[src/rtl/tbl_pkg.sv]
// tbl_pkg: shared types, codes and character classes for the template lexer.
// Used by every module of the lexer; depends on nothing.
`timescale 1ns / 1ps
package tbl_pkg;

   localparam int MAX_RES = 4;
   localparam int CNT_W   = 3;
   localparam int Q_DEPTH = 2;
   localparam int Q_PTR_W = 1;

   typedef enum logic [3:0] {
      MODE_PLAIN   = 4'd0,
      MODE_BRACE   = 4'd1,
      MODE_BLOCK   = 4'd2,
      MODE_RBRACE  = 4'd3,
      MODE_BANG    = 4'd4,
      MODE_EQUAL   = 4'd5,
      MODE_PLUS    = 4'd6,
      MODE_MINUS   = 4'd7,
      MODE_STRING  = 4'd8,
      MODE_NUMBER  = 4'd9,
      MODE_LESS    = 4'd10,
      MODE_GREATER = 4'd11,
      MODE_IDENT   = 4'd12
   } lex_mode_type;

   localparam logic [1:0] KIND_CHAR  = 2'd0;
   localparam logic [1:0] KIND_END   = 2'd1;
   localparam logic [1:0] KIND_ERROR = 2'd2;

   localparam logic [4:0] TOK_PLAIN  = 5'd0;
   localparam logic [4:0] TOK_BBEGIN = 5'd1;
   localparam logic [4:0] TOK_BEND   = 5'd2;
   localparam logic [4:0] TOK_IDENT  = 5'd3;
   localparam logic [4:0] TOK_STRING = 5'd4;
   localparam logic [4:0] TOK_NUMBER = 5'd5;
   localparam logic [4:0] TOK_ASSIGN = 5'd6;
   localparam logic [4:0] TOK_EQ     = 5'd7;
   localparam logic [4:0] TOK_NOTEQ  = 5'd8;
   localparam logic [4:0] TOK_NOT    = 5'd9;
   localparam logic [4:0] TOK_ADD    = 5'd10;
   localparam logic [4:0] TOK_INC    = 5'd11;
   localparam logic [4:0] TOK_SUB    = 5'd12;
   localparam logic [4:0] TOK_DEC    = 5'd13;
   localparam logic [4:0] TOK_LT     = 5'd14;
   localparam logic [4:0] TOK_LE     = 5'd15;
   localparam logic [4:0] TOK_GT     = 5'd16;
   localparam logic [4:0] TOK_GE     = 5'd17;
   localparam logic [4:0] TOK_RBRACE = 5'd18;
   localparam logic [4:0] TOK_PUNCT  = 5'd19;

   localparam logic [7:0] CH_LBRACE     = 8'h7B;
   localparam logic [7:0] CH_RBRACE     = 8'h7D;
   localparam logic [7:0] CH_QUOTE      = 8'h22;
   localparam logic [7:0] CH_UNDERSCORE = 8'h5F;
   localparam logic [7:0] CH_BANG       = 8'h21;
   localparam logic [7:0] CH_EQUAL      = 8'h3D;
   localparam logic [7:0] CH_PLUS       = 8'h2B;
   localparam logic [7:0] CH_MINUS      = 8'h2D;
   localparam logic [7:0] CH_LESS       = 8'h3C;
   localparam logic [7:0] CH_GREATER    = 8'h3E;

   typedef struct packed {
      logic       cmd;
      logic [7:0] in_byte;
   } req_word_type;

   typedef struct packed {
      logic [1:0] kind;
      logic [7:0] out_char;
      logic [4:0] token_type;
      logic [6:0] token_len;
      logic       last;
   } rsp_word_type;

   // All result words caused by one input byte.
   typedef struct packed {
      logic [CNT_W-1:0]           cnt;
      rsp_word_type [MAX_RES-1:0] ev;
   } bundle_type;

   function automatic logic is_digit(logic [7:0] c);
      return c inside {[8'h30:8'h39]};
   endfunction

   function automatic logic is_alpha(logic [7:0] c);
      return c inside {[8'h61:8'h7A], [8'h41:8'h5A]};
   endfunction

   function automatic logic is_space(logic [7:0] c);
      return c inside {8'h20, [8'h09:8'h0D]};
   endfunction

   function automatic logic is_punct(logic [7:0] c);
      return c inside {8'h3A, 8'h3B, 8'h2A, 8'h2F, 8'h25, 8'h2E, 8'h28, 8'h29,
                       8'h5B, 8'h5D, 8'h7B};
   endfunction

endpackage

[src/rtl/tbl_front.sv]
// tbl_front: accepts input words, runs the lexer state and produces the
// bundle of result words for each byte. Depends on tbl_pkg.
`timescale 1ns / 1ps
module tbl_front #(
   parameter int MAX_TOKEN_LEN = 99
) (
   input  logic                 clock,
   input  logic                 reset,
   input  logic                 push,
   input  tbl_pkg::req_word_type req_word,
   output logic                 full,
   input  logic                 q_full,
   output logic                 q_push,
   output tbl_pkg::bundle_type  q_bundle
);

   localparam int KW = $clog2(MAX_TOKEN_LEN + 1);

   typedef struct packed {
      tbl_pkg::lex_mode_type                        mode;
      logic [KW-1:0]                                kept;
      logic [7:0]                                   punct;
      logic [tbl_pkg::CNT_W-1:0]                    cnt;
      tbl_pkg::rsp_word_type [tbl_pkg::MAX_RES-1:0] ev;
   } lex_ctx_type;

   tbl_pkg::lex_mode_type mode_ff, mode_in;
   logic [KW-1:0]         kept_ff, kept_in;
   logic [7:0]            punct_ff, punct_in;
   lex_ctx_type           ctx;
   logic                  accept;

   function automatic lex_ctx_type emit_word(lex_ctx_type st, logic [1:0] kind,
                                             logic [7:0] ch, logic [4:0] ttype,
                                             logic [KW-1:0] len);
      lex_ctx_type r;
      logic [8:0]  wide;
      r    = st;
      wide = 9'(len);
      if (r.cnt < tbl_pkg::CNT_W'(tbl_pkg::MAX_RES)) begin
         r.ev[r.cnt[1:0]].kind       = kind;
         r.ev[r.cnt[1:0]].out_char   = ch;
         r.ev[r.cnt[1:0]].token_type = ttype;
         r.ev[r.cnt[1:0]].token_len  = (wide > 9'd127) ? 7'd127 : wide[6:0];
         r.ev[r.cnt[1:0]].last       = 1'b0;
         r.cnt = r.cnt + tbl_pkg::CNT_W'(1);
      end
      return r;
   endfunction

   function automatic lex_ctx_type push_char(lex_ctx_type st, logic [7:0] c);
      lex_ctx_type r;
      r = st;
      if (9'(r.kept) < 9'(MAX_TOKEN_LEN)) begin
         r.kept = r.kept + KW'(1);
         r = emit_word(r, tbl_pkg::KIND_CHAR, c, tbl_pkg::TOK_PLAIN, r.kept);
      end
      return r;
   endfunction

   function automatic lex_ctx_type finish(lex_ctx_type st, logic [4:0] ttype,
                                          tbl_pkg::lex_mode_type next_mode);
      lex_ctx_type r;
      r = emit_word(st, tbl_pkg::KIND_END,
                    (ttype == tbl_pkg::TOK_PUNCT) ? st.punct : 8'd0,
                    ttype, st.kept);
      r.kept = '0;
      r.mode = next_mode;
      return r;
   endfunction

   function automatic lex_ctx_type block_byte(lex_ctx_type st, logic [7:0] c);
      lex_ctx_type r;
      r = st;
      if (!tbl_pkg::is_space(c)) begin
         case (c)
            tbl_pkg::CH_RBRACE:  r.mode = tbl_pkg::MODE_RBRACE;
            tbl_pkg::CH_BANG:    r.mode = tbl_pkg::MODE_BANG;
            tbl_pkg::CH_EQUAL:   r.mode = tbl_pkg::MODE_EQUAL;
            tbl_pkg::CH_PLUS:    r.mode = tbl_pkg::MODE_PLUS;
            tbl_pkg::CH_MINUS:   r.mode = tbl_pkg::MODE_MINUS;
            tbl_pkg::CH_LESS:    r.mode = tbl_pkg::MODE_LESS;
            tbl_pkg::CH_GREATER: r.mode = tbl_pkg::MODE_GREATER;
            tbl_pkg::CH_QUOTE:   r.mode = tbl_pkg::MODE_STRING;
            default: begin
               if (tbl_pkg::is_digit(c)) begin
                  r.mode = tbl_pkg::MODE_NUMBER;
                  r = push_char(r, c);
               end else if (tbl_pkg::is_punct(c)) begin
                  r.punct = c;
                  r = push_char(r, c);
                  r = finish(r, tbl_pkg::TOK_PUNCT, tbl_pkg::MODE_BLOCK);
               end else if (tbl_pkg::is_alpha(c) || c == tbl_pkg::CH_UNDERSCORE) begin
                  r.mode = tbl_pkg::MODE_IDENT;
                  r = push_char(r, c);
               end else begin
                  r = emit_word(r, tbl_pkg::KIND_ERROR, c, tbl_pkg::TOK_PLAIN, '0);
               end
            end
         endcase
      end
      return r;
   endfunction

   // Pending operator character: pair it with c or end it alone and relex c.
   function automatic lex_ctx_type op_byte(lex_ctx_type st, logic [7:0] c,
                                           logic [7:0] first, logic [7:0] second,
                                           logic [4:0] pair_type,
                                           logic [4:0] single_type,
                                           tbl_pkg::lex_mode_type pair_mode);
      lex_ctx_type r;
      r = push_char(st, first);
      if (c == second) begin
         r = push_char(r, second);
         r = finish(r, pair_type, pair_mode);
      end else begin
         r = finish(r, single_type, tbl_pkg::MODE_BLOCK);
         r = block_byte(r, c);
      end
      return r;
   endfunction

   always_comb begin
      logic [7:0] c;
      c         = req_word.in_byte;
      ctx.mode  = mode_ff;
      ctx.kept  = kept_ff;
      ctx.punct = punct_ff;
      ctx.cnt   = '0;
      ctx.ev    = '0;
      if (req_word.cmd) begin
         if (ctx.kept != '0) begin
            ctx = finish(ctx, tbl_pkg::TOK_PLAIN, tbl_pkg::MODE_PLAIN);
         end
         ctx.mode = tbl_pkg::MODE_PLAIN;
         ctx.kept = '0;
      end else begin
         case (mode_ff)
            tbl_pkg::MODE_BRACE: begin
               if (c == tbl_pkg::CH_LBRACE) begin
                  ctx = finish(ctx, tbl_pkg::TOK_PLAIN, tbl_pkg::MODE_BLOCK);
                  ctx = push_char(ctx, tbl_pkg::CH_LBRACE);
                  ctx = push_char(ctx, tbl_pkg::CH_LBRACE);
                  ctx = finish(ctx, tbl_pkg::TOK_BBEGIN, tbl_pkg::MODE_BLOCK);
               end else begin
                  ctx = push_char(ctx, tbl_pkg::CH_LBRACE);
                  ctx = push_char(ctx, c);
                  ctx.mode = tbl_pkg::MODE_PLAIN;
               end
            end
            tbl_pkg::MODE_BLOCK: ctx = block_byte(ctx, c);
            tbl_pkg::MODE_RBRACE:
               ctx = op_byte(ctx, c, tbl_pkg::CH_RBRACE, tbl_pkg::CH_RBRACE,
                             tbl_pkg::TOK_BEND, tbl_pkg::TOK_RBRACE, tbl_pkg::MODE_PLAIN);
            tbl_pkg::MODE_BANG:
               ctx = op_byte(ctx, c, tbl_pkg::CH_BANG, tbl_pkg::CH_EQUAL,
                             tbl_pkg::TOK_NOTEQ, tbl_pkg::TOK_NOT, tbl_pkg::MODE_BLOCK);
            tbl_pkg::MODE_EQUAL:
               ctx = op_byte(ctx, c, tbl_pkg::CH_EQUAL, tbl_pkg::CH_EQUAL,
                             tbl_pkg::TOK_EQ, tbl_pkg::TOK_ASSIGN, tbl_pkg::MODE_BLOCK);
            tbl_pkg::MODE_PLUS:
               ctx = op_byte(ctx, c, tbl_pkg::CH_PLUS, tbl_pkg::CH_PLUS,
                             tbl_pkg::TOK_INC, tbl_pkg::TOK_ADD, tbl_pkg::MODE_BLOCK);
            tbl_pkg::MODE_MINUS:
               ctx = op_byte(ctx, c, tbl_pkg::CH_MINUS, tbl_pkg::CH_MINUS,
                             tbl_pkg::TOK_DEC, tbl_pkg::TOK_SUB, tbl_pkg::MODE_BLOCK);
            tbl_pkg::MODE_LESS:
               ctx = op_byte(ctx, c, tbl_pkg::CH_LESS, tbl_pkg::CH_EQUAL,
                             tbl_pkg::TOK_LE, tbl_pkg::TOK_LT, tbl_pkg::MODE_BLOCK);
            tbl_pkg::MODE_GREATER:
               ctx = op_byte(ctx, c, tbl_pkg::CH_GREATER, tbl_pkg::CH_EQUAL,
                             tbl_pkg::TOK_GE, tbl_pkg::TOK_GT, tbl_pkg::MODE_BLOCK);
            tbl_pkg::MODE_STRING: begin
               if (c == tbl_pkg::CH_QUOTE) begin
                  ctx = finish(ctx, tbl_pkg::TOK_STRING, tbl_pkg::MODE_BLOCK);
               end else begin
                  ctx = push_char(ctx, c);
               end
            end
            tbl_pkg::MODE_NUMBER: begin
               if (tbl_pkg::is_digit(c)) begin
                  ctx = push_char(ctx, c);
               end else begin
                  ctx = finish(ctx, tbl_pkg::TOK_NUMBER, tbl_pkg::MODE_BLOCK);
                  ctx = block_byte(ctx, c);
               end
            end
            tbl_pkg::MODE_IDENT: begin
               if (tbl_pkg::is_alpha(c) || tbl_pkg::is_digit(c) ||
                   c == tbl_pkg::CH_UNDERSCORE) begin
                  ctx = push_char(ctx, c);
               end else begin
                  ctx = finish(ctx, tbl_pkg::TOK_IDENT, tbl_pkg::MODE_BLOCK);
                  ctx = block_byte(ctx, c);
               end
            end
            default: begin
               if (c == tbl_pkg::CH_LBRACE) begin
                  ctx.mode = tbl_pkg::MODE_BRACE;
               end else begin
                  ctx.mode = tbl_pkg::MODE_PLAIN;
                  ctx = push_char(ctx, c);
               end
            end
         endcase
      end
   end

   assign accept       = push && !q_full;
   assign full         = q_full;
   assign q_push       = accept && (ctx.cnt != '0);
   assign q_bundle.cnt = ctx.cnt;
   assign q_bundle.ev  = ctx.ev;

   assign mode_in  = accept ? ctx.mode  : mode_ff;
   assign kept_in  = accept ? ctx.kept  : kept_ff;
   assign punct_in = accept ? ctx.punct : punct_ff;

   always_ff @(posedge clock) begin
      if (reset) begin
         mode_ff  <= tbl_pkg::MODE_PLAIN;
         kept_ff  <= '0;
         punct_ff <= '0;
      end else begin
         mode_ff  <= mode_in;
         kept_ff  <= kept_in;
         punct_ff <= punct_in;
      end
   end

endmodule

[src/rtl/tbl_queue.sv]
// tbl_queue: short queue of result bundles between the lexer front and the
// output sequencer. Depends on tbl_pkg.
`timescale 1ns / 1ps
module tbl_queue (
   input  logic                clock,
   input  logic                reset,
   input  logic                wr_en,
   input  tbl_pkg::bundle_type wr_data,
   output logic                full,
   input  logic                rd_en,
   output tbl_pkg::bundle_type rd_data,
   output logic                empty
);

   tbl_pkg::bundle_type        mem_ff [tbl_pkg::Q_DEPTH];
   logic [tbl_pkg::Q_PTR_W-1:0] wr_ptr_ff, wr_ptr_in;
   logic [tbl_pkg::Q_PTR_W-1:0] rd_ptr_ff, rd_ptr_in;
   logic [tbl_pkg::Q_PTR_W:0]   count_ff, count_in;
   logic                        do_wr, do_rd;

   assign full    = (count_ff == (tbl_pkg::Q_PTR_W + 1)'(tbl_pkg::Q_DEPTH));
   assign empty   = (count_ff == '0);
   assign do_wr   = wr_en && !full;
   assign do_rd   = rd_en && !empty;
   assign rd_data = mem_ff[rd_ptr_ff];

   assign wr_ptr_in = do_wr ? wr_ptr_ff + 1'b1 : wr_ptr_ff;
   assign rd_ptr_in = do_rd ? rd_ptr_ff + 1'b1 : rd_ptr_ff;
   assign count_in  = count_ff + (tbl_pkg::Q_PTR_W + 1)'(do_wr)
                               - (tbl_pkg::Q_PTR_W + 1)'(do_rd);

   always_ff @(posedge clock) begin
      if (do_wr) begin
         mem_ff[wr_ptr_ff] <= wr_data;
      end
   end

   always_ff @(posedge clock) begin
      if (reset) begin
         wr_ptr_ff <= '0;
         rd_ptr_ff <= '0;
         count_ff  <= '0;
      end else begin
         wr_ptr_ff <= wr_ptr_in;
         rd_ptr_ff <= rd_ptr_in;
         count_ff  <= count_in;
      end
   end

endmodule

[src/rtl/tbl_back.sv]
// tbl_back: walks the head bundle's words into the output register, one word
// per cycle while pop keeps up, marking each byte's last word. Depends on tbl_pkg.
`timescale 1ns / 1ps
module tbl_back (
   input  logic                  clock,
   input  logic                  reset,
   input  logic                  q_empty,
   input  tbl_pkg::bundle_type   q_head,
   output logic                  q_pop,
   input  logic                  pop,
   output logic                  empty,
   output tbl_pkg::rsp_word_type rsp_word
);

   logic [1:0]            idx_ff, idx_in;
   logic                  valid_ff, valid_in;
   tbl_pkg::rsp_word_type word_ff, word_in;
   logic                  load, is_last;

   assign load    = !q_empty && (!valid_ff || pop);
   assign is_last = ({1'b0, idx_ff} == q_head.cnt - tbl_pkg::CNT_W'(1));
   assign q_pop   = load && is_last;

   always_comb begin
      word_in      = q_head.ev[idx_ff];
      word_in.last = is_last;
      idx_in       = idx_ff;
      valid_in     = valid_ff && !pop;
      if (load) begin
         valid_in = 1'b1;
         idx_in   = is_last ? 2'd0 : idx_ff + 2'd1;
      end
   end

   always_ff @(posedge clock) begin
      if (load) begin
         word_ff <= word_in;
      end
   end

   always_ff @(posedge clock) begin
      if (reset) begin
         idx_ff   <= '0;
         valid_ff <= 1'b0;
      end else begin
         idx_ff   <= idx_in;
         valid_ff <= valid_in;
      end
   end

   assign empty    = !valid_ff;
   assign rsp_word = word_ff;

endmodule

[src/rtl/template_block_lexer.sv]
// template_block_lexer: streaming lexer for template text, top level.
// Instantiates tbl_front, tbl_queue and tbl_back; depends on tbl_pkg.
//
// Usage:
//  - Input is a queue write port: req_word (cmd, in_byte) is taken at a clock
//    edge with push high and full low. cmd = 1 marks end of input.
//  - Results come out of a queue read port: while empty is low, rsp_word holds
//    the oldest word (kind, out_char, token_type, token_len, last); pop takes
//    it. last marks the final word caused by one input word.
//  - A byte may cause zero to four words. The front lexes one byte per cycle
//    while full is low and packs all its words into one bundle; the back sends
//    one word per cycle, while pop keeps up, from a two-bundle queue, so the
//    output port sets the rate.
//  - The first word of a byte passes through the queue and then the output
//    register before it is on rsp_word, when nothing is waiting ahead of it.
//  - When pop stays low the output word holds, the queue fills and full rises
//    once it holds two bundles; bytes that cause no word still wait on full.
//  - Reset (synchronous, active high) puts the lexer in plain text mode with
//    no pending token and empties the queue and output register.
`timescale 1ns / 1ps
module template_block_lexer #(
   parameter int MAX_TOKEN_LEN = 99
) (
   input  logic                  clock,
   input  logic                  reset,
   input  logic                  push,
   input  tbl_pkg::req_word_type req_word,
   output logic                  full,
   input  logic                  pop,
   output logic                  empty,
   output tbl_pkg::rsp_word_type rsp_word
);

   logic                q_full, q_push, q_empty, q_pop;
   tbl_pkg::bundle_type q_wr_bundle, q_head;

   tbl_front #(
      .MAX_TOKEN_LEN(MAX_TOKEN_LEN)
   ) u_front (
      .clock   (clock),
      .reset   (reset),
      .push    (push),
      .req_word(req_word),
      .full    (full),
      .q_full  (q_full),
      .q_push  (q_push),
      .q_bundle(q_wr_bundle)
   );

   tbl_queue u_queue (
      .clock  (clock),
      .reset  (reset),
      .wr_en  (q_push),
      .wr_data(q_wr_bundle),
      .full   (q_full),
      .rd_en  (q_pop),
      .rd_data(q_head),
      .empty  (q_empty)
   );

   tbl_back u_back (
      .clock   (clock),
      .reset   (reset),
      .q_empty (q_empty),
      .q_head  (q_head),
      .q_pop   (q_pop),
      .pop     (pop),
      .empty   (empty),
      .rsp_word(rsp_word)
   );

   a_reset_empty: assert property (@(posedge clock) reset |=> empty)
      else $error("output not empty after reset");

   a_full_queue: assert property (@(posedge clock) disable iff (reset)
      full |-> !q_empty)
      else $error("full raised with an empty queue");

   a_char_len: assert property (@(posedge clock) disable iff (reset)
      (!empty && rsp_word.kind == tbl_pkg::KIND_CHAR) |-> rsp_word.token_len != 7'd0)
      else $error("character word with zero length");

   a_error_word: assert property (@(posedge clock) disable iff (reset)
      (!empty && rsp_word.kind == tbl_pkg::KIND_ERROR) |->
         (rsp_word.token_type == tbl_pkg::TOK_PLAIN && rsp_word.token_len == 7'd0))
      else $error("error word carries token fields");

   a_pop_bundle: assert property (@(posedge clock) disable iff (reset)
      q_pop |-> (q_head.cnt != '0 && !q_empty))
      else $error("bundle dequeued while invalid");

endmodule

[config.mk]
export PLATFORM = sky130hd
export DESIGN_NAME = template_block_lexer
export DESIGN_NICKNAME = d
export VERILOG_FILES = /design/src/rtl/tbl_pkg.sv /design/src/rtl/tbl_front.sv /design/src/rtl/tbl_queue.sv /design/src/rtl/tbl_back.sv /design/src/rtl/template_block_lexer.sv
export SDC_FILE = /design/constraint.sdc
export NUM_CORES = 1
export LEC_CHECK = 0
export ABC_AREA = 1
export ABC_CLOCK_PERIOD_IN_PS = 19620
export BUFFER_PORTS_ARGS = -buffer_cell sky130_fd_sc_hd__buf_2
export CAP_MARGIN = 20
export CELL_PAD_IN_SITES_DETAIL_PLACEMENT = 2
export CELL_PAD_IN_SITES_GLOBAL_PLACEMENT = 2
export CORE_ASPECT_RATIO = 0.5
export CORE_MARGIN = 5
export CORE_UTILIZATION = 33
export DETAILED_ROUTE_END_ITERATION = 7
export GPL_TIMING_DRIVEN = 0
export PLACE_DENSITY_LB_ADDON = 0.1
export SETUP_SLACK_MARGIN = 0.2
export SLEW_MARGIN = 20
export SYNTH_ARGS = -nofsm -noshare
export SYNTH_HDL_FRONTEND = slang
export SYNTH_SLANG_ARGS = --single-unit
[constraint.sdc]
create_clock -name clock -period 19.62 [get_ports clock]
set_clock_uncertainty 0.15 [all_clocks]
set_input_delay 1.962 -clock clock [delete_from_list [all_inputs] [get_ports clock]]
set_output_delay 1.962 -clock clock [all_outputs]
set_load 0.1 [all_outputs]
# Yosys cells after proc, flatten, opt, wreduce, memory -nomap -nowiden
# Memory sizes are Yosys's and may differ from the RTL's. A register that Yosys moved wholly into a read port is not among the register bits.
# Cells that the tools add are included.
# op_classes
order_cmp	130
n_bitwise	1
reduce_logical	72
n_mux	944
eq_ne	54
addsub	53
# op_table
cell	count
$bwmux 92	265
$mux 110	145
$demux 23 s2	185
$mux 95	74
$mux 114	50
$pmux 114 s12	1
$mux 23	47
$mux 21	37
$mux 13	37
$mux 8	37
$pmux 4 s7	7
$eq 8x6->1 const B	16
$lt 2x3->1 const B	38
$mux 112	1
$add 3x1->3 const B	37
$lt 3x3->1 const B	37
$pmux 4 s8	3
$mux 93	1
$ge 2x1->1 const B	37
$add 7x1->7 const B	10
$lt 7x7->1 const B	10
$logic_and 1x1->1	48
$bmux 23 s2	1
$mux 1	43
other kinds (45)	87
# totals
word_cells	1268
ff_bits	49
output_inout_bits	25
memories	1
ramBits	190
# memory_table
name	words	word_bits	read_ports	rd_ports_with_merged_regs	write_ports	line_no	text
u_queue.mem_ff	2	95	1	1	1	tbl_queue.sv:15	tbl_pkg::bundle_type mem_ff [tbl_pkg::Q_DEPTH];

# Longest topological paths before layout
# Gate-level depths: netlist of the first run.
# depth
word_depth	56
ltp_mapped	34
depth_no_buf	28

# Modules after synthesis
# Synthesis of the first run repeated with hierarchy kept, for this count alone.
# unflattened
hier_cells	1761
hier_area_um2	15152.0
# by_module_without_submodules
module	cells_each	instances	area_each_um2
tbl_queue	335	1	7317.0
tbl_front	1244	1	6318.6
tbl_back	182	1	1516.5

# Worst setup path after synthesis of the first run
# OpenSTA, ideal clock, no wires.
# synth_timing
kind	input -> register
from	in req_word[4] in the netlist's numbering
to	mem u_queue.mem_ff[0][10] in the netlist's numbering (enable)
required_time_ps	18825
path_slack_ps	9030
path_stages	20
arrival_time_ps	9794
setup_time_ps	645
cell_sequence	buf_4 > nand2_1 > nor2_1 > nand2_1 > nand2_1 > nor2_2 > nand2_2 > ha_1 > inv_1 > nand2_1 > nand2_1 > o21ai_1 > nand2_1 > nand2_1 > nor2_1 > nand2_1 > nand2_1 > nand2_2 > nor2_2 > nor3_1
# synth_lines
element	line_no	text
start, declared	template_block_lexer.sv:27	input tbl_pkg::req_word_type req_word,
end, declared	tbl_queue.sv:15	

# Worst setup path after layout of the first run
# layout_timing
from	reg u_front.kept_ff[0]
to	mem u_queue.mem_ff[0][59] in the netlist's numbering (enable)
# layout_via
elab_chain_cells	32
word_cells_on_any_way	310
# layout_rtl
element	line_no	text
start, declared	tbl_front.sv:28	logic [KW-1:0] kept_ff, kept_in;
start signal, assigned	tbl_front.sv:226	kept_ff <= kept_in;
$lt 7x7->1	tbl_front.sv:54	if (9'(r.kept) < 9'(MAX_TOKEN_LEN)) begin
$mux 110	tbl_front.sv:54	
$mux 110	tbl_front.sv:138	case (mode_ff)
$mux 110	tbl_front.sv:131	if (req_word.cmd) begin
$add 3x1->3 / $lt 3x3->1 (equally long branches)	tbl_front.sv:46, tbl_front.sv:40	
$mux 95	tbl_front.sv:40	if (r.cnt < tbl_pkg::CNT_W'(tbl_pkg::MAX_RES)) begin
$mux 95	tbl_front.sv:113	if (c == second) begin
$mux 95	tbl_front.sv:138	
(+16 left out)	n/a	
$mux 114	tbl_front.sv:113	
$pmux 114 s12	tbl_front.sv:138	
$mux 114 *	tbl_front.sv:131	
$reduce_bool 3->1 *	tbl_front.sv:211	assign q_push = accept && (ctx.cnt != '0);
$logic_and 1x1->1 *	tbl_front.sv:211	
$logic_and 1x1->1 *	tbl_queue.sv:23	assign do_wr = wr_en && !full;
$mux 1 *	tbl_queue.sv:33	if (do_wr) begin
$mux 1 (implied by the code) *	tbl_queue.sv:34	mem_ff[wr_ptr_ff] <= wr_data;
# Every way passes the cells marked *; elsewhere a longest branch is shown, timed or not. The select of a mux whose other input is x is not followed.

==> metrics.cfg, run 1 <==
[timing]
setup-tns-final_ns=0
fmax_mhz=120
tightest_slew_ns=1.28
hold_viol=0
setup_viol=0
rsz0062_at_grt=no
fin_hold_ws_ns=0.351
fin_crit_sh_pct=42.4
setup_ws_ns=11.30
min_period_ns=8.32
relSlewSlack_pct=14.0
slew_viol_final=0

[grt]
gr-usage-met1_pct=48.1
grt_usage_pct=30.5
grt.met2_usage_pct=44.5
met3_usage_pct=4.78
grt_start_max_net_pins=64
grt_overflow=0
antenna_found_initial=1
top_usage_layer=met1
grt_pass1_wl_mm=104
first_global_vias=14300

[flow_run]
max_cap_violations=0

[critical_path]
crit_type=reg2reg
critPathTopFamily=buffers and inverters
required_ns=19.68
start_kind=flop
arrival_ns=8.38
cp-end-kind=flop
crit_path_max_incr_delay_ns=0.80
crit_fanout=14
critPathBufInv=15
cpMaxStageDelayCell=buf_1

[floorplanning]
core_area_um2=41700
rows=53
die_area_um2=46500
die_w_um=300
io_pins=38
start_util_pct=33.2
die_h_um=155

[synthesis]
yosysTopAreaCellShare_pct=43.5
synth_cell_types=63
synth_cells=1721
yosysMostFrequentCell=nand2_1
synth_edf_count=201
ys_warn_count=0
synth.largest_area_cell=edfxtp_1
yosys_most_used_dff=edfxtp_1
synth-async-reset-ratio_pct=0
syn_avg_cell_area_um2=8.05
syn_area_um2=13900
ys_top_cells_by_area=edfxtp_1, nand2_1, nor2_1
yosys-top-cells-count=nand2_1, nor2_1, edfxtp_1
synth-seq-area-share_pct=46.3
synth_seq_cells=220

[final_layout]
fin_util_pct=37.2
drive_gt1_share_pct=12.1
final-instance-count-excl-fill=2354
multi_input_area_um2=6440
num-fill-cells=4782
seq_area_um2=6420
syn_to_final_growth_pct=11.8
layout.nets=1820

[placed_design]
place_ws_ns=11.55
io_buffers=32
place_congestion=0.948
placed_cells=2317
hpwl_mm=56.8

[routing]
routed_wl_mm=72.8
vias=13900
via_per_inst=5.90
ant_nets=0
drcViolationCount=0
routedWlPerCell_um=30.9
drt_iter0_drc=1477
drt_first_pass_iters=5

[cts]
postCtsHoldBufs=0
clkTransAtPathRegs_ns=0.06
clockRootBuffer=clkbuf_16
post_cts_buffers=0
cts_tree=done
cts_resized=0
clock_latency_ns=0.53
cts_made_buffers=22
cts_buffer_depth=3
htree_levels=1
clock_sinks=220

[outcome]
outcome=finished clean

[pwr]
vdd_drop_max_mv=0.0701
leakage_nw=6.30
pwr_density_cell_nw_per_um2=106

[min_path]
hp-class=reg2reg

-- sequential cells by signal (all words and copies together), names as in the netlist, named ones only --
| signal | cells |
|---|---|
| u_queue.wr_ptr_ff | 1 |
| u_queue.count_ff | 2 |
| u_back.valid_ff | 1 |
| u_back.rsp_word | 23 |
| u_queue.rd_ptr_ff | 1 |
| u_back.idx_ff | 2 |
| u_front.kept_ff | 7 |
| u_front.mode_ff | 4 |
| u_queue.mem_ff | 178 |
-- worst paths after layout --
| path | slack [ns] | end | startpoint | cells past startpoint |
|---|---|---|---|---|
| min | 0.35 | u_queue.count_ff[1] | u_queue.count_ff[1] | 1 |
| min reg2reg | 0.35 | u_queue.count_ff[1] | u_queue.count_ff[1] | 1 |
| max | 11.30 | u_queue.mem_ff[0][59] | u_front.kept_ff[0] | 32 |
| max reg2reg | 11.30 | u_queue.mem_ff[0][59] | u_front.kept_ff[0] | 32 |
-- stage by stage --
step                      power [mW]  instance area, um^2
after detailed placement        1.24                14800
after global placement          1.21                14700
after CTS                       1.64                15500
after global routing            1.69                15500
final                           1.64                15500
after floorplan                 1.03                13900
-- cell usage in the layout, fill, tap and decap left out, types with 7 or more instances in the layout --
master / instances
nand2_4: 11
o21ai_0: 158
a211oi_1: 15
o2111ai_1: 9
o21ai_1: 19
ha_1: 16
dfxtp_1: 19
nor2_4: 17
a21oi_1: 73
buf_1: 7
nand2_1: 336
nand3_1: 66
nor3_1: 33
o31ai_1: 10
buf_2: 36
inv_2: 33
clkbuf_1: 55
xor2_1: 8
nand4_1: 13
buf_6: 8
nand2_2: 27
o221ai_1: 12
edfxtp_1: 201
inv_1: 139
nor2_2: 20
nor2_1: 273
o211ai_1: 30
o22ai_1: 29
a31oi_1: 23
clkinv_1: 8
clkbuf_16: 23
buf_4: 16
-- cell type report --
| class | count | share of cell area, % |
|---|---|---|
| Clock buffer | 32 | 4.00 |
| Sequential cell | 220 | 41.4 |
| Timing Repair Buffer | 45 | 1.84 |
| Tap cell | 550 | 4.44 |
| Antenna cell | 1 | 0.0161 |
| Buffer | 70 | 2.16 |
| Inverter | 180 | 4.40 |
| Clock inverter | 4 | 0.170 |
| Multi-Input combinational cell | 1252 | 41.6 |
-- report_power, final --
part	switching, mW	internal (mW)
clock network	0.184	0.219
registers	0.0227	0.601
logic	0.498	0.111
-- cells by family after synthesis --
kind of cell	share of synthesized area, %
other	0.0271
DFF	46.3
muxes	0.144
buffers and inverters	7.30
xor gates and xnor gates	0.686
and+or+nand+nor	26.5
AOI/OAI and AO/OA	17.6
adders and majority gates	1.44
-- routing by layer --
layer,up-vias,part of all wire [%]
met1,7262,50
met4,0,1.7
met2,502,41
li1,6063,-
met3,71,7.6
met5,-,0
-- worst reg2reg max path, delay by kind of cell (launching register included) --
kind,cells,cell delay [ns]
compound gates,1,0.28
simple gates,14,2.25
fa+ha+maj,2,0.55
flops,1,0.49
buf+inv,15,4.27
Note: power is estimated with default switching activity, not from simulation.
==> inputs of run 2 (changes only) <==
--- a/config.mk
+++ b/config.mk
@@ -6,7 +6,7 @@
 export NUM_CORES = 1
 export LEC_CHECK = 0
 export ABC_AREA = 1
-export ABC_CLOCK_PERIOD_IN_PS = 19620
+export ABC_CLOCK_PERIOD_IN_PS = 8450
 export BUFFER_PORTS_ARGS = -buffer_cell sky130_fd_sc_hd__buf_2
 export CAP_MARGIN = 20
 export CELL_PAD_IN_SITES_DETAIL_PLACEMENT = 2
==> constraint.sdc (replaced) <==
create_clock -name clock -period 8.45 [get_ports clock]
set_clock_uncertainty 0.15 [all_clocks]
set_input_delay 0.845 -clock clock [delete_from_list [all_inputs] [get_ports clock]]
set_output_delay 0.845 -clock clock [all_outputs]
set_load 0.1 [all_outputs]
==> run 2 against run 1 <==
  * Global-route usage is 0.27 points higher
  * Sequential cell count stayed put
  * Power is 140% higher
  * Core utilization is 0.12 points higher
  * Highest routed layer is now met5
  * Hold slack better by 0.041 ns
  * Setup slack worse by 10 ns
  * Critical endpoint is now u_queue.mem_ff[0][68]
  * Register-to-register slack worse by 10 ns
==> metrics.cfg, run 2 (synthesized netlist as in run 1, its figures left out) <==
[outcome]
outcome=finished clean

[critical_path]
required_ns=8.51
r2r-end=u_queue.mem_ff[0][68]
worst-r2r-setup-slack_ns=1.02
reg2regPathDepth=28
crit_fanout=15
start_kind=flop
cp-end-kind=flop
cp_common_cell=nand2_1
rr_startpoint=u_front.kept_ff[3]
cpMaxStageDelayCell=buf_1
crit_path_max_incr_delay_ns=0.79
crit_type=reg2reg
arrival_ns=7.49

[timing]
slew_viol_final=0
min_period_ns=7.43
hold_viol=0
tightest_slew_ns=1.13
setup_ws_ns=1.02
fin_crit_sh_pct=87.9
rsz0062_at_grt=no
fmax_mhz=135
relSlewSlack_pct=23.9
setup_viol=0

[routing]
via_per_inst=5.96
drcViolationCount=0
routed_wl_mm=73.1
ant_nets=0
drt_iter0_drc=1369
drt_first_pass_iters=5
vias=14000
routedWlPerCell_um=31.1

[placed_design]
place_ws_ns=1.23
hpwl_mm=56.7
place_congestion=0.963
placed_cells=2312
io_buffers=32

[grt]
grt_usage_pct=30.7
grt_start_max_net_pins=67
grt_overflow=0
first_global_vias=14600
grt_pass1_wl_mm=104
antenna_found_initial=4

[floorplanning]
start_util_pct=33.2
rows=53
io_pins=38
die_h_um=155
die_area_um2=46500
core_area_um2=41700
die_w_um=300

[pwr]
leakage_nw=6.31
p_total_mw=3.86
pwr_density_cell_nw_per_um2=248
vdd_drop_max_mv=0.163

[cts]
clock_latency_ns=0.55
cts_buffer_depth=3
clockRootBuffer=clkbuf_16
cts_tree=done
cts_made_buffers=22
cts_resized=0
htree_levels=1
postCtsHoldBufs=0
post_cts_buffers=0
clkTransAtPathRegs_ns=0.06
clock_sinks=220

[flow_run]
max_cap_violations=0

[final_layout]
final_cell_mix=nand2_1, nor2_1, edfxtp_1
top_register=u_queue.mem_ff
syn_to_final_growth_pct=12.2
drive_gt1_share_pct=12.2
largest_register_ffs=178
final-instance-count-excl-fill=2349
layout.nets=1815
final_common_cell=nand2_1

[min_path]
hold-path-endpoint=u_front.mode_ff[3]
hold_depth=2
hp-start=u_front.mode_ff[3]
hp-class=reg2reg

-- run 2: layout make-up --
| class | count | area, um^2 |
|---|---|---|
| Fill cell | 4784 | 26200 |
| Multi-Input combinational cell | 1252 | 6450 |
| Sequential cell | 220 | 6420 |
| Tap cell | 550 | 688 |
| Inverter | 180 | 682 |
| Clock buffer | 29 | 649 |
| Buffer | 70 | 335 |
| Timing Repair Buffer | 40 | 285 |
| Clock inverter | 7 | 41.3 |
| Antenna cell | 1 | 2.50 |
-- run 2: worst max-delay path, delay by kind of cell, from the launching register on --
family,cells,cell delay [ns]
DFF,1,0.43
AOI/OAI and AO/OA,1,0.28
buffers and inverters,11,3.44
adders and majority gates,2,0.52
and+or+nand+nor,14,2.23
-- run 2: worst max-delay path by stage --
stage / endpoint / startpoint / depth (start not counted)
CTS: u_queue.mem_ff[0][78] / u_front.kept_ff[0] / 28
global route: u_queue.mem_ff[0][78] / u_front.kept_ff[0] / 28
finish: u_queue.mem_ff[0][68] / u_front.kept_ff[3] / 28
detailed placement: u_queue.mem_ff[0][59] / u_front.kept_ff[0] / 28
global placement: u_queue.mem_ff[0][59] / u_front.kept_ff[0] / 26
floorplan: u_queue.mem_ff[0][10] / u_front.kept_ff[0] / 27
-- run 2: per-stage QoR --
stage / hold slack (ns) / utilization [%] / instance area, um^2 / TNS [ns]
final: 0.393 / 37.3 / 15500 / 0
after global routing: 0.420 / 37.3 / 15500 / 0
after CTS: 0.393 / 37.3 / 15500 / 0
after detailed placement: 0.372 / 35.6 / 14900 / 0
after global placement: 0.301 / 35.3 / 14700 / -359.43
after floorplan: 0.289 / - / 13900 / 0
-- run 2: power by group --
| group | internal [mW] | leakage (nW) | switching (mW) |
|---|---|---|---|
| clock | 0.538 | 0.335 | 0.445 |
| sequential | 1.39 | 2.05 | 0.0586 |
| combinational | 0.259 | 3.93 | 1.17 |
-- run 2: layer usage --
layer	wire (um)	track usage, %	share of wire (%)	vias up
li1	-	-	-	6063
met3	7090	9.36	9.7	103
met2	30500	46.0	42	597
met1	34000	44.4	46	7225
met5	144	1.76	0.20	-
met4	1320	5.35	1.8	6
==> inputs of run 3 (changes only) <==
--- a/config.mk
+++ b/config.mk
@@ -5,7 +5,6 @@
 export SDC_FILE = /design/constraint.sdc
 export NUM_CORES = 1
 export LEC_CHECK = 0
-export ABC_AREA = 1
 export ABC_CLOCK_PERIOD_IN_PS = 8450
 export BUFFER_PORTS_ARGS = -buffer_cell sky130_fd_sc_hd__buf_2
 export CAP_MARGIN = 20
==> run 3 against run 2 <==
  * Final cell count down 21%
  * Clock power down 7.2%
  * Hold slack worse by 0.024 ns
  * Sequential cell count unchanged
  * Combinational power down 41%
  * Via count down 17%
  * Die area down 6.1%
  * First-iteration DRC count down 15%
  * Register-to-register slack worse by 0.67 ns
  * Largest cell class is now sequential cells
  * Highest routed layer is now met4
==> metrics.cfg, run 3 <==
[cts]
cts_buffer_depth=3
clock_latency_ns=0.53
cts_made_buffers=21
htree_levels=1
clkTransAtPathRegs_ns=0.06
postCtsHoldBufs=0
clockRootBuffer=clkbuf_16
clock_sinks=220
cts_tree=done

[synthesis]
synth_adder_area_share_pct=1.54
synth_cell_types=88
synthMuxAreaShare_pct=10.2
synth-async-reset-ratio_pct=0
ys_top_cells_by_area=edfxtp_1, mux4_2, a21oi_1
synth_seq_cells=220
syn_avg_cell_area_um2=10.6
synthXorXnorAreaFrac_pct=1.49
syn_area_um2=13000
yosys-top-cells-count=edfxtp_1, nand2_1, nor2_1
yosys_most_used_dff=edfxtp_1
synth_top_family_by_area=compound AO/OA/AOI/OAI gates
synth.largest_area_cell=edfxtp_1
synth_edf_count=201
synth_cells=1225
synthSimpleGateAreaFrac_pct=15.6
yosysMostFrequentCell=edfxtp_1
synth-seq-area-share_pct=49.5
ys_warn_count=0
synth_compound_area_share_pct=18.1
yosysTopAreaCellShare_pct=46.5

[timing]
relSlewSlack_pct=20.6
rsz0062_at_grt=no
fin_hold_ws_ns=0.369
min_period_ns=8.11
slew_viol_final=0
setup_viol=0
hold_viol=0
fin_crit_sh_pct=95.9
setup-tns-final_ns=0
fmax_mhz=123
tightest_slew_ns=1.19

[floorplanning]
rows=51
die_w_um=290
die_h_um=150
die_area_um2=43600
core_area_um2=38900
io_pins=38
start_util_pct=33.4

[pwr]
p_total_mw=3.10
pwr_density_cell_nw_per_um2=211
leakage_nw=4.75
vdd_drop_max_mv=0.136

[final_layout]
final_cell_mix=edfxtp_1, nand2_1, nor2_1
top_register=u_queue.mem_ff
fin_util_pct=37.9
drive_gt1_share_pct=14.4
final_common_cell=edfxtp_1
layout.nets=1326
largest_register_ffs=178
syn_to_final_growth_pct=13.4

[routing]
routed_wl_mm=61.8
drt_first_pass_iters=5
via_per_inst=6.30
drt_iter0_drc=1168
vias=11600
drcViolationCount=0
routedWlPerCell_um=33.5
ant_nets=0

[grt]
grt_pass1_wl_mm=88.8
antenna_found_initial=3
grt_start_max_net_pins=26
first_global_vias=11900
grt_overflow=0
grt_usage_pct=27.9

[placed_design]
place_congestion=0.953
io_buffers=35
hpwl_mm=47.6

[flow_run]
max_cap_violations=0

[critical_path]
start_kind=flop
crit_fanout=22
critPathBufInv=8
arrival_ns=8.16
crit_path_max_incr_delay_ns=0.56
crit_type=reg2reg
cp_num_cells=22
cp_common_cell=nand2_1
critPathTopFamily=buffers and inverters
cpMaxStageDelayCell=clkbuf_1
crit_chain=clkbuf_1 -> a2111o_1 -> nand2_1 -> buf_2 -> clkbuf_1 -> clkbuf_2 -> clkdlybuf4s15_2 -> ha_1 -> a21o_1 -> nand2_1 -> nand2_1 -> ha_1 -> clkbuf_2 -> nand2_1 -> nor2_1 -> o21ai_0 -> a31oi_1 -> a21o_1 -> o21ai_4 -> nor2_4 -> buf_16 -> buf_16
cp-end-kind=flop
reg2regPathDepth=22
required_ns=8.51

[outcome]
outcome=finished clean

[min_path]
hp-class=reg2reg
hold_depth=2

-- run 3: cell types whose count changed after synthesis, moves of 19 or more --
cell      delta
nor2_2      -19
nand2_1    -209
mux2_2      +24
inv_2       -33
o21ai_0     -63
and2_1      +20
nand2_2     -27
a21oi_1     +27
mux4_2      +42
nand3_1     -40
nor2_1     -161
inv_1      -116
o211ai_1    -19
-- run 3: worst paths after layout --
check	from	to	slack, ns
min	u_queue.rd_ptr_ff	u_queue.rd_ptr_ff	0.37
max	u_front.kept_ff[0]	u_queue.mem_ff[1][14]	0.34
min reg2reg	u_queue.rd_ptr_ff	u_queue.rd_ptr_ff	0.37
max reg2reg	u_front.kept_ff[0]	u_queue.mem_ff[1][14]	0.34
-- run 3: through the flow --
step / std cells / worst slack [ns] / cell area, um^2
after floorplan: 1226 / -0.134 / 13000
after global placement: 1791 / -5.36 / 13800
after detailed placement: 1800 / -0.415 / 14000
after CTS: 1835 / 0.444 / 14700
after global routing: 1840 / 0.216 / 14700
final: 1844 / 0.344 / 14700
-- run 3: cells by family after synthesis --
kind of cell	Yosys count
flops	220
mux	77
compound gates	365
simple gates	409
other cells	1
buf+inv	115
xor+xnor	22
fa+ha+maj	16
-- run 3: routing by layer --
layer / part of all wire [%] / global-route usage [%]
met1: 47 / 42.3
met2: 41 / 40.9
met3: 9.7 / 6.49
met4: 2.0 / 5.25
met5: 0 / 0
-- run 3: worst min-delay path: cells and delay by family, from the launching register on --
family / cells / cell delay (ns)
xor gates and xnor gates: 1 / 0.08
and+or+nand+nor: 1 / 0.08
DFF: 1 / 0.32
-- run 3: cell type report --
type	count	area (um^2)
fill	4129	24100
sequential	220	6420
multi-input combinational	891	6140
tap	530	663
clock buffer	29	587
timing repair buffer	49	395
buffer	89	374
inverter	25	93.8
clock inverter	7	33.8
antenna	4	10.0
-- run 3: timing repair --
item                                    CTS  global route
pin swaps                                 0             1
gates resized for setup                   4             0
endpoints found under the hold margin     0             0
endpoints found under the setup margin  183            25
setup buffers                             0             5
-- run 3: where the power goes --
group	leakage, nW	switching, mW	internal [mW]
registers	2.03	0.0368	1.31
logic	2.41	0.621	0.222
clock network	0.304	0.426	0.485
